File: src/sv/msrh_pkg.sv
package msrh_pkg;

  localparam int COIL_NUMBER = 10;
  localparam int RSP_BYTES   = 9;
  localparam int LEN_W       = $clog2(RSP_BYTES + 1);
  localparam int CFG_ADDR_W  = 3;

  localparam logic [7:0] FC_READ_COILS     = 8'd1;
  localparam logic [7:0] FC_READ_HOLDING   = 8'd3;
  localparam logic [7:0] FC_WRITE_COIL     = 8'd5;
  localparam logic [7:0] FC_WRITE_REGISTER = 8'd6;
  localparam logic [7:0] FC_WRITE_COILS    = 8'd15;

  localparam logic [7:0] EXC_FUNCTION = 8'h01;
  localparam logic [7:0] EXC_ADDRESS  = 8'h02;
  localparam logic [7:0] EXC_VALUE    = 8'h03;
  localparam logic [7:0] EXC_RANGE    = 8'h10;
  localparam logic [7:0] EXC_FLAG     = 8'h80;

  localparam logic [15:0] COIL_ON  = 16'hFF00;
  localparam logic [15:0] COIL_OFF = 16'h0000;

  localparam logic [7:0] STD_DATA_LEN = 8'd4;
  localparam logic [7:0] MIN_MULTI_LEN = 8'd5;
  localparam int REG_STEP = 16;

  localparam logic CFG_COIL_BASE = 1'b0;
  localparam logic CFG_REG_BASE  = 1'b1;

  typedef enum logic {
    ST_IDLE,
    ST_SEND
  } state_t;

  typedef struct packed {
    logic [7:0]  kind;
    logic [7:0]  slave_address;
    logic [7:0]  data_length;
    logic [15:0] start_address;
    logic [15:0] quantity_or_value;
    logic [7:0]  request_byte_count;
    logic [15:0] coil_data;
    logic [15:0] current_temperature;
  } req_t;

  typedef struct packed {
    logic [7:0]  response_byte;
    logic        last_byte;
    logic [9:0]  coil_outputs;
    logic [15:0] threshold_out;
    logic [15:0] duration_out;
  } rsp_t;

  typedef struct packed {
    logic load;
    logic advance;
  } ctrl_cmd_t;

  typedef struct packed {
    logic last;
  } ctrl_status_t;

endpackage

File: src/sv/msrh_cfg.sv
module msrh_cfg (
  input  logic                              clk,
  input  logic                              rst,
  input  logic                              psel,
  input  logic                              penable,
  input  logic                              pwrite,
  input  logic [msrh_pkg::CFG_ADDR_W-1:0]   paddr,
  input  logic [31:0]                       pwdata,
  output logic [31:0]                       prdata,
  output logic                              pready,
  output logic [15:0]                       coil_base,
  output logic [15:0]                       reg_base
);

  logic wr_en;

  assign pready = 1'b1;
  assign wr_en  = psel & penable & pwrite;

  always_ff @(posedge clk) begin
    if (rst) begin
      coil_base <= '0;
      reg_base  <= '0;
    end else if (wr_en) begin
      case (paddr[2])
        msrh_pkg::CFG_COIL_BASE: coil_base <= pwdata[15:0];
        msrh_pkg::CFG_REG_BASE:  reg_base  <= pwdata[15:0];
        default: ;
      endcase
    end
  end

  always_comb begin
    case (paddr[2])
      msrh_pkg::CFG_COIL_BASE: prdata = {16'h0000, coil_base};
      msrh_pkg::CFG_REG_BASE:  prdata = {16'h0000, reg_base};
      default:                 prdata = '0;
    endcase
  end

endmodule

File: src/sv/msrh_ctrl.sv
module msrh_ctrl (
  input  logic                   clk,
  input  logic                   rst,
  input  logic                   req_valid,
  output logic                   req_stall,
  output logic                   rsp_valid,
  input  logic                   rsp_stall,
  input  msrh_pkg::ctrl_status_t status,
  output msrh_pkg::ctrl_cmd_t    cmd
);

  msrh_pkg::state_t state, state_next;

  always_ff @(posedge clk) begin
    if (rst) begin
      state <= msrh_pkg::ST_IDLE;
    end else begin
      state <= state_next;
    end
  end

  always_comb begin
    state_next = state;
    case (state)
      msrh_pkg::ST_IDLE: begin
        if (req_valid) state_next = msrh_pkg::ST_SEND;
      end
      msrh_pkg::ST_SEND: begin
        if (!rsp_stall && status.last) state_next = msrh_pkg::ST_IDLE;
      end
      default: state_next = msrh_pkg::ST_IDLE;
    endcase
  end

  always_comb begin
    req_stall   = 1'b1;
    rsp_valid   = 1'b0;
    cmd.load    = 1'b0;
    cmd.advance = 1'b0;
    case (state)
      msrh_pkg::ST_IDLE: begin
        req_stall = 1'b0;
        cmd.load  = req_valid;
      end
      msrh_pkg::ST_SEND: begin
        rsp_valid   = 1'b1;
        cmd.advance = !rsp_stall && !status.last;
      end
      default: ;
    endcase
  end

endmodule

File: src/sv/msrh_datapath.sv
module msrh_datapath #(
  parameter int COIL_NUMBER = msrh_pkg::COIL_NUMBER
) (
  input  logic                   clk,
  input  logic                   rst,
  input  msrh_pkg::ctrl_cmd_t    cmd,
  output msrh_pkg::ctrl_status_t status,
  input  msrh_pkg::req_t         req,
  input  logic [15:0]            coil_base,
  input  logic [15:0]            reg_base,
  output msrh_pkg::rsp_t         rsp
);

  localparam int OFF_W = (COIL_NUMBER > 1) ? $clog2(COIL_NUMBER) : 1;
  localparam int LW    = msrh_pkg::LEN_W;
  localparam logic [16:0] COIL_N17 = 17'(COIL_NUMBER);

  logic [COIL_NUMBER-1:0] coil, coil_next;
  logic [15:0]            thr, thr_next;
  logic [15:0]            dur, dur_next;

  logic [7:0]    rsp_buf [msrh_pkg::RSP_BYTES];
  logic [7:0]    buf_next [msrh_pkg::RSP_BYTES];
  logic [LW-1:0] rsp_len, len_next;
  logic [LW-1:0] idx;

  logic [16:0]      start17, qv17, cbase17, rbase17, coil_end;
  logic [15:0]      coil_diff;
  logic [OFF_W-1:0] off;
  logic             coil_bad_q, coil_bad_0;
  logic [15:0]      coil_wide, shifted, rd_bits, qmask, rev_data;
  logic [31:0]      mask_sh, data_sh;
  logic [2:0]       nb;
  logic [7:0]       rd_b0, rd_b1;
  logic             at_r0, at_r1, at_r2, reg_over;
  logic [1:0]       reg_off;
  logic [15:0]      rv0, rv1, rv2;
  logic             err;
  logic [7:0]       code;

  function automatic logic [15:0] get_reg(input logic [1:0] i, input logic [15:0] t,
                                          input logic [15:0] th, input logic [15:0] du);
    logic [15:0] v;
    case (i)
      2'd0:    v = t;
      2'd1:    v = th;
      2'd2:    v = du;
      default: v = '0;
    endcase
    return v;
  endfunction

  assign start17    = {1'b0, req.start_address};
  assign qv17       = {1'b0, req.quantity_or_value};
  assign cbase17    = {1'b0, coil_base};
  assign rbase17    = {1'b0, reg_base};
  assign coil_end   = cbase17 + COIL_N17;
  assign coil_diff  = req.start_address - coil_base;
  assign off        = coil_diff[OFF_W-1:0];
  assign coil_bad_0 = (start17 < cbase17) || (start17 >= coil_end);
  assign coil_bad_q = coil_bad_0 || ((start17 + qv17) > coil_end);
  assign coil_wide  = 16'(coil);
  assign shifted    = coil_wide >> off;

  always_comb begin
    for (int i = 0; i < 16; i++) begin
      qmask[i]    = 17'(i) < qv17;
      rd_bits[i]  = shifted[i] & qmask[i];
      rev_data[i] = req.coil_data[15-i];
    end
    for (int i = 0; i < 8; i++) begin
      rd_b0[7-i] = rd_bits[i];
      rd_b1[7-i] = rd_bits[8+i];
    end
  end

  assign nb      = 3'((6'(req.quantity_or_value[4:0]) + 6'd7) >> 3);
  assign mask_sh = 32'(qmask) << off;
  assign data_sh = 32'(rev_data) << off;

  assign at_r0    = start17 == rbase17;
  assign at_r1    = start17 == rbase17 + 17'(msrh_pkg::REG_STEP);
  assign at_r2    = start17 == rbase17 + 17'(2 * msrh_pkg::REG_STEP);
  assign reg_over = (21'(start17) + 21'({req.quantity_or_value, 4'b0000}))
                    > (21'(rbase17) + 21'(3 * msrh_pkg::REG_STEP));
  assign reg_off  = at_r2 ? 2'd2 : (at_r1 ? 2'd1 : 2'd0);
  assign rv0      = get_reg(reg_off, req.current_temperature, thr, dur);
  assign rv1      = get_reg(reg_off + 2'd1, req.current_temperature, thr, dur);
  assign rv2      = get_reg(reg_off + 2'd2, req.current_temperature, thr, dur);

  always_comb begin
    for (int i = 0; i < msrh_pkg::RSP_BYTES; i++) buf_next[i] = '0;
    len_next  = '0;
    err       = 1'b0;
    code      = msrh_pkg::EXC_FUNCTION;
    coil_next = coil;
    thr_next  = thr;
    dur_next  = dur;
    buf_next[0] = req.slave_address;
    buf_next[1] = req.kind;
    case (req.kind)
      msrh_pkg::FC_READ_COILS: begin
        if (req.data_length != msrh_pkg::STD_DATA_LEN) begin
          err  = 1'b1;
          code = msrh_pkg::EXC_VALUE;
        end else if (coil_bad_q) begin
          err  = 1'b1;
          code = msrh_pkg::EXC_ADDRESS;
        end else begin
          buf_next[2] = {5'b00000, nb};
          buf_next[3] = rd_b0;
          buf_next[4] = rd_b1;
          len_next    = LW'(3) + LW'(nb);
        end
      end
      msrh_pkg::FC_READ_HOLDING: begin
        if (req.data_length != msrh_pkg::STD_DATA_LEN) begin
          err  = 1'b1;
          code = msrh_pkg::EXC_VALUE;
        end else if (!(at_r0 || at_r1 || at_r2)) begin
          err  = 1'b1;
          code = msrh_pkg::EXC_ADDRESS;
        end else if (reg_over) begin
          err  = 1'b1;
          code = msrh_pkg::EXC_RANGE;
        end else begin
          buf_next[2] = {req.quantity_or_value[6:0], 1'b0};
          buf_next[3] = rv0[15:8];
          buf_next[4] = rv0[7:0];
          buf_next[5] = rv1[15:8];
          buf_next[6] = rv1[7:0];
          buf_next[7] = rv2[15:8];
          buf_next[8] = rv2[7:0];
          len_next    = LW'(3) + LW'({req.quantity_or_value[1:0], 1'b0});
        end
      end
      msrh_pkg::FC_WRITE_COIL: begin
        if (req.data_length != msrh_pkg::STD_DATA_LEN) begin
          err  = 1'b1;
          code = msrh_pkg::EXC_VALUE;
        end else if (coil_bad_0) begin
          err  = 1'b1;
          code = msrh_pkg::EXC_ADDRESS;
        end else if (req.quantity_or_value != msrh_pkg::COIL_ON &&
                     req.quantity_or_value != msrh_pkg::COIL_OFF) begin
          err  = 1'b1;
          code = msrh_pkg::EXC_VALUE;
        end else begin
          if (req.quantity_or_value == msrh_pkg::COIL_ON) begin
            coil_next = coil | (COIL_NUMBER'(1) << off);
          end else begin
            coil_next = coil & ~(COIL_NUMBER'(1) << off);
          end
          len_next = LW'(6);
        end
      end
      msrh_pkg::FC_WRITE_REGISTER: begin
        if (req.data_length != msrh_pkg::STD_DATA_LEN) begin
          err  = 1'b1;
          code = msrh_pkg::EXC_VALUE;
        end else if (at_r1) begin
          thr_next = req.quantity_or_value;
          len_next = LW'(6);
        end else if (at_r2) begin
          dur_next = req.quantity_or_value;
          len_next = LW'(6);
        end else begin
          err  = 1'b1;
          code = msrh_pkg::EXC_ADDRESS;
        end
      end
      msrh_pkg::FC_WRITE_COILS: begin
        if (req.data_length < msrh_pkg::MIN_MULTI_LEN) begin
          err  = 1'b1;
          code = msrh_pkg::EXC_VALUE;
        end else if (coil_bad_q) begin
          err  = 1'b1;
          code = msrh_pkg::EXC_ADDRESS;
        end else if ({5'b00000, nb} != req.request_byte_count) begin
          err  = 1'b1;
          code = msrh_pkg::EXC_VALUE;
        end else begin
          coil_next = (coil & ~mask_sh[COIL_NUMBER-1:0]) |
                      (data_sh[COIL_NUMBER-1:0] & mask_sh[COIL_NUMBER-1:0]);
          len_next  = LW'(6);
        end
      end
      default: begin
        err  = 1'b1;
        code = msrh_pkg::EXC_FUNCTION;
      end
    endcase
    if (len_next == LW'(6)) begin
      buf_next[2] = req.start_address[15:8];
      buf_next[3] = req.start_address[7:0];
      buf_next[4] = req.quantity_or_value[15:8];
      buf_next[5] = req.quantity_or_value[7:0];
    end
    if (err) begin
      buf_next[1] = req.kind | msrh_pkg::EXC_FLAG;
      buf_next[2] = code;
      len_next    = LW'(3);
    end
  end

  always_ff @(posedge clk) begin
    if (rst) begin
      coil    <= '0;
      thr     <= '0;
      dur     <= '0;
      idx     <= '0;
      rsp_len <= '0;
    end else if (cmd.load) begin
      coil    <= coil_next;
      thr     <= thr_next;
      dur     <= dur_next;
      idx     <= '0;
      rsp_len <= len_next;
    end else if (cmd.advance) begin
      idx <= idx + LW'(1);
    end
  end

  always_ff @(posedge clk) begin
    if (cmd.load) begin
      for (int i = 0; i < msrh_pkg::RSP_BYTES; i++) rsp_buf[i] <= buf_next[i];
    end
  end

  assign status.last        = idx == (rsp_len - LW'(1));
  assign rsp.response_byte  = rsp_buf[idx];
  assign rsp.last_byte      = status.last;
  assign rsp.coil_outputs   = coil_wide[9:0];
  assign rsp.threshold_out  = thr;
  assign rsp.duration_out   = dur;

endmodule

File: src/sv/modbus_slave_request_handler.sv
// Request in, 3 to 9 response bytes out, one byte per cycle while rsp_stall is low.
// Response byte 0 is valid the cycle after the request is taken.
// A new request is taken only after the last response byte is accepted,
// paced by the byte counter that walks the response buffer.
// Reset (rst, synchronous): coils, threshold, duration and both base
// registers clear to zero; the handler comes up idle.
module modbus_slave_request_handler #(
  parameter int COIL_NUMBER = msrh_pkg::COIL_NUMBER
) (
  input  logic                            clk,
  input  logic                            rst,
  input  logic                            req_valid,
  output logic                            req_stall,
  input  msrh_pkg::req_t                  req,
  output logic                            rsp_valid,
  input  logic                            rsp_stall,
  output msrh_pkg::rsp_t                  rsp,
  input  logic                            psel,
  input  logic                            penable,
  input  logic                            pwrite,
  input  logic [msrh_pkg::CFG_ADDR_W-1:0] paddr,
  input  logic [31:0]                     pwdata,
  output logic [31:0]                     prdata,
  output logic                            pready
);

  msrh_pkg::ctrl_cmd_t    cmd;
  msrh_pkg::ctrl_status_t status;
  logic [15:0]            coil_base;
  logic [15:0]            reg_base;

  msrh_cfg u_cfg (
    .clk       (clk),
    .rst       (rst),
    .psel      (psel),
    .penable   (penable),
    .pwrite    (pwrite),
    .paddr     (paddr),
    .pwdata    (pwdata),
    .prdata    (prdata),
    .pready    (pready),
    .coil_base (coil_base),
    .reg_base  (reg_base)
  );

  msrh_ctrl u_ctrl (
    .clk       (clk),
    .rst       (rst),
    .req_valid (req_valid),
    .req_stall (req_stall),
    .rsp_valid (rsp_valid),
    .rsp_stall (rsp_stall),
    .status    (status),
    .cmd       (cmd)
  );

  msrh_datapath #(
    .COIL_NUMBER (COIL_NUMBER)
  ) u_datapath (
    .clk       (clk),
    .rst       (rst),
    .cmd       (cmd),
    .status    (status),
    .req       (req),
    .coil_base (coil_base),
    .reg_base  (reg_base),
    .rsp       (rsp)
  );

endmodule
File: config.mk
export PLATFORM = sky130hd
export DESIGN_NAME = modbus_slave_request_handler
export DESIGN_NICKNAME = d
export VERILOG_FILES = /design/src/sv/msrh_pkg.sv /design/src/sv/msrh_cfg.sv /design/src/sv/msrh_ctrl.sv /design/src/sv/msrh_datapath.sv /design/src/sv/modbus_slave_request_handler.sv
export SDC_FILE = /design/constraint.sdc
export NUM_CORES = 1
export LEC_CHECK = 0
export ABC_AREA = 1
export BUFFER_PORTS_ARGS = -buffer_cell sky130_fd_sc_hd__clkbuf_2
export CORE_ASPECT_RATIO = 1.75
export CORE_MARGIN = 1.5
export CORE_UTILIZATION = 53
export DETAILED_ROUTE_END_ITERATION = 12
export PLACE_DENSITY = 0.78
export SYNTH_ARGS = -nofsm -noshare
export SYNTH_HDL_FRONTEND = slang
export SYNTH_SLANG_ARGS = --single-unit
File: constraint.sdc
create_clock -name clk -period 4.84 [get_ports clk]
set_input_delay 0.242 -clock clk [delete_from_list [all_inputs] [get_ports clk]]
set_output_delay 0.242 -clock clk [all_outputs]
set_load 0.01 [all_outputs]
After elaboration in Yosys (flattened, before gate mapping)

Memory sizes are Yosys's and may differ from the RTL's. A register that Yosys moved wholly into a read port is not among the register bits.
Index checks and enable logic that the tools add are counted.

Magnitude comparators: 21
Bitwise operators: 29
Add/subtract/negate cells: 14
Shift operators: 4
Equality and inequality tests: 26
Multiplexer cells: 79
Reductions and logical operators: 20

Operators by type and width:

| cell                  | number |
|---|---|
| $mux 56               | 3 |
| $pmux 16 s3           | 3 |
| $lt 4x16->1 const A   | 8 |
| $mux 10               | 7 |
| $lt 3x16->1 const A   | 4 |
| $mux 32               | 2 |
| $pmux 32 s2           | 1 |
| $mux 4                | 14 |
| $mux 8                | 7 |
| $pmux 24 s2           | 1 |
| $pmux 8 s5            | 1 |
| $add 16x6->17 const B | 2 |
| $eq 16x17->1          | 2 |
| $lt 1x16->1 const A   | 2 |
| $lt 2x16->1 const A   | 2 |
| $shl 16x4->10         | 2 |
| $and 10x10->10        | 3 |
| $mux 24               | 1 |
| $mux 1                | 22 |
| $add 16x20->21        | 1 |
| $gt 21x21->1          | 1 |
| $not 10->10           | 2 |
| $or 10x10->10         | 2 |
| $pmux 10 s2           | 1 |
| other kinds (51)      | 99 |

Flip-flop bits (word level): 83
Memories kept: 1
Word-level logic and storage cells: 202
RAM bits: 72
Bits of input ports: 138

Memory list:

| name               | depth | bits a word | rd ports | clocked after memory_dff | wr ports | line                | source |
|---|---|---|---|---|---|---|---|
| u_datapath.rsp_buf | 9     | 8           | 1        | 1                        | 9        | msrh_datapath.sv:22 | `logic [7:0] rsp_buf [msrh_pkg::RSP_BYTES];` |

Depth between registers and ports, before layout

Depth after elaboration: 13
Gate-level depth with buffers: 35

Cells and area by module

A second synthesis with hierarchy kept.

Cells, all modules: 2,246
Area total of the unflattened synthesis: 14,719.1 um^2

By module, submodules not included:

| module        | sequential area each (um^2) | area an instance (um^2) | cells an instance | instances |
|---|---|---|---|---|
| msrh_datapath | 3,243.1                     | 12,873.6                | 1,968             | 1 |
| msrh_cfg      | 640.6                       | 1,779.2                 | 266               | 1 |
| msrh_ctrl     | 20.0                        | 66.3                    | 12                | 1 |

Worst setup path before layout

No wires, ideal clock.

Path kind: register to register
From: register u_ctrl.state
To: register u_datapath.thr[1]
Setup time: 86 ps
Setup slack: -486 ps
Period minus slack after synthesis: 5,326 ps
Stages on the path, launching flop included: 9
Data arrival time: 5,240 ps
Cells stage by stage: dfxtp_1 > nor2_1 > inv_1 > nor3_1 > inv_1 > nor2_1 > clkbuf_1 > nor2_1 > a211oi_1

RTL lines:

| what                   | line                 | source |
|---|---|---|
| from (decl)            | msrh_ctrl.sv:12      | `msrh_pkg::state_t state, state_next;` |
| from (signal assigned) | msrh_ctrl.sv:16      | `state <= msrh_pkg::ST_IDLE;` |
| from (signal assigned) | msrh_ctrl.sv:18      | `state <= state_next;` |
| to (signal assigned)   | msrh_datapath.sv:215 | `thr <= thr_next;` |
| to (decl)              | msrh_datapath.sv:19  | `logic [15:0] thr, thr_next;` |

==> summary.md <==
| Metric | Value |
|---|---|
| Max-slew violation count | 0 |
| Setup_tns | 0 ns |
| Antenna Nets Post-Route | 0 |
| Clock Tree Buf Depth | 2 |
| Iteration-0 DRC Markers | around 1100 |
| DIE AREA | 27240 sq um |
| Post-synth EDFFs | 72 |
| Vias per inst | about 6 |
| VDD IR-drop max | 0.2258 mV |
| P&R area growth vs syn | 17.00% |
| Fraction of layout cells with a size suffix above 1 | 0.1498 |
| Setup WS pre-CTS | -0.2795 ns |
| Io pins | 224 |
| CP Capture Type | register |
| Number of distinct library cells after synthesis | between 50 and 60 |
| Hold Path End | u_cfg.coil_base[0] |
| Number of warnings issued by yosys | 0 |
| Number of global-route vias before repair | 15540 |
| Max transition margin | 0.3218 |
| Type of the tightest min-delay check | input pin to register |
| GP Congestion | between 0.9 and 1 |
| DP HPWL | between 40 and 50 mm |
| Initial antenna violation count | 0 |
| TritonCTS clock tree | done |
| Synth async-reset ratio | 0 |
| Endpoints failing setup | 0 |
| Main synth FF type | dfxtp_1 |
| Worst reg2reg path depth | 25 |
| FMAX | between 200 and 250 MHz |
| Critical Path Max Stage Delay | a little over 0.4 ns |
| CP Max Fanout | 21 |
| Status | completed |
| WHS Path Cells | 3 |
| Routed wire length | 54.26 mm |
| Reg2reg start | u_cfg.coil_base[1] |
| Sequential share of the synthesized area | 0.2809 |
| Crit Path Category | register to register |
| Crit-path slowest cell | dfxtp_1 |
| Max-Cap Viols | 0 |
| Startpoint type of the worst setup path | register |
| Worst EP required | approximately 5.1 ns |
| Worst Slack Setup Final | ~0.33 ns |
| First-pass GRT wire length | around 83 mm |
| CTS root buffer | clkbuf_16 |
| Leak Pwr | 7.263 nW |
| H-tree depth | 4 |
| Initial DRT Pass Iterations | 6 |
| Worst-Skew Late Latency | about 0.47 ns |
| CP most frequent cell | nor2_1 |
| Post-layout min period | roughly 4.5 ns |
| Cells after Synth | a little over 2000 |
| CORE AREA | between 20000 and 30000 sq um |
| Vias | about 16000 |
| Clock sink count | between 150 and 200 |
| Die width | 125.4 um |
| Initial Util | 0.5373 |
| Finished Core Util | 0.6287 |
| Critical Path AT | 4.80 ns |
| GRT Residual Overflow | 0 |
| Cell Area, Synth | roughly 14000 sq um |
| Hold Startpoint | pwdata[0] |
| Unrepaired setup endpoints after global routing | false |
| Residual DRC | 0 |
| Wire per inst | roughly 21 um |
| Largest net degree at the start of global routing | 78 |
| Nets | roughly 2500 |
| Worst-Margin Slew | 1.017 ns |
| Power, Total | between 3 and 4 mW |
| Reg2Reg Setup Slack | between 0.3 and 0.4 ns |
| Input/output buffers | roughly 180 |
| Fin. Hold Viols | 0 |
| GRT Overall Usage | 0.3977 |
| #FFs+latches synth | roughly 160 |
| CTS Buf Count | 17 |
| Hold_ws | 0.02357 ns |
| Chip height | approximately 220 um |
| Clk slew on worst S/H paths | 0.07 ns |
| Num rows | between 70 and 80 |
| Post-Syn Area per Cell | 6.733 sq um |
| Pwr Density | 236.2 nW/um^2 |
| Skew final | 0.01350 ns |
| Reg-to-reg endpoint | u_datapath.rsp_buf[4][1] |
| Period Utilization, post-route | 0.9309 |
per-stage QoR:
stage	instances	area (sq um)
final	2624	16260
after global routing	2623	16260
after CTS	2623	16230
after detailed placement	2580	15540
after global placement	2580	15540
after floorplan	2079	13960
cell usage after synthesis (all sizes together), types with 30 or more instances:
master,count,area share
nor3,30,0.011
nor2,193,0.055
nand3,111,0.042
edfxtp,72,0.16
o22ai,41,0.018
nand2,440,0.12
nand4,46,0.022
dfxtp,87,0.13
ha,104,0.094
a21oi,171,0.062
buf,34,0.017
o21ai,218,0.079
inv,274,0.074
xor2,49,0.031
clkbuf,55,0.015
per-layer routing:
| metal | vias to the layer above | global-route usage | wire length, um | part of all wire |
|---|---|---|---|---|
| li1 | 7398 | - | - | - |
| met1 | 7072 | 0.3767 | 17980 | 0.33 |
| met2 | 772 | 0.7140 | 27110 | 0.50 |
| met3 | 296 | 0.06490 | 3336 | 0.061 |
| met4 | 0 | 0.3860 | 5827 | 0.11 |
| met5 | - | 0 | 0 | 0 |
cell families after synthesis:
| kind of cell | share of synthesized area |
|---|---|
| and+or+nand+nor | 0.2630 |
| AOI/OAI and AO/OA | 0.2002 |
| DFF | 0.2809 |
| xor gates and xnor gates | 0.03844 |
| muxes | 0.01152 |
| adders and majority gates | 0.09796 |
| buffers and inverters | 0.1074 |
| other | 0.0005404 |
worst max-delay path: cells and delay by family, from the launching register on:
family          cells  cell delay (ns)
fa+ha+maj           2             0.50
flops               1             0.41
xor+xnor            1             0.16
buf+inv             4             0.47
simple gates       16             2.42
compound gates      2             0.35
state kept, by name, summed over array words and instances, names as in the netlist, named ones only:
register            cells
u_datapath.dur         16
u_cfg.coil_base        16
u_datapath.rsp_buf     72
u_datapath.idx          4
u_datapath.rsp_len      4
u_datapath.thr         16
u_ctrl.state            1
u_cfg.reg_base         16
power breakdown:
part,total [mW],switching [mW],leakage (nW),internal (mW)
logic,0.994,0.647,5.58,0.347
registers,1.48,0.0278,1.41,1.45
clock network,1.36,0.638,0.275,0.726
total,3.84,1.31,7.26,2.53
what timing repair did:
| action | CTS | global route |
|---|---|---|
| setup buffers | 0 | 0 |
| hold buffers | 11 | 0 |
| hold endpoints to repair | 11 | 0 |
| resized for setup | 0 | 10 |
| endpoints found under the setup margin | 0 | 47 |
cell type report:
type / count / area (sq um)
clock buffers: 18 / 429.2
diodes: 1 / 2.502
well taps: 320 / 400.4
repair buffers: 281 / 1719
clock inverters: 14 / 148.9
inverters: 280 / 1051
fillers: 2427 / 9603
multi-input cells: 1551 / 8603
flip-flops and latches: 159 / 3905
worst max path at each step:
stage	from	end	cells past startpoint
after floorplan	req[40]	u_datapath.rsp_buf[3][2]	32
after global placement	req[40]	u_datapath.rsp_buf[3][6]	34
after detailed placement	req[40]	u_datapath.rsp_buf[4][1]	33
after CTS	req[40]	u_datapath.rsp_buf[4][1]	33
after global routing	u_cfg.coil_base[1]	u_datapath.rsp_buf[5][2]	22
final	u_cfg.coil_base[1]	u_datapath.rsp_buf[4][1]	25
layout by cell type (no fill, tap or decap), types with 12 or more instances in the layout:
cell       count
buf_4         85
inv_1        271
nand2_1      433
o21ai_0      205
a211oi_1      24
xnor2_1       12
nor2_1       180
nand4_1       44
nand3_1      106
xor2_1        49
clkbuf_2     182
o22ai_1       41
nor3_1        29
clkbuf_16     17
conb_1        17
dfxtp_1       86
edfxtp_1      72
ha_1         103
a21oi_1      170
mux2i_1       16
o211ai_1      21
No activity file was read; power rests on OpenSTA's default activity.
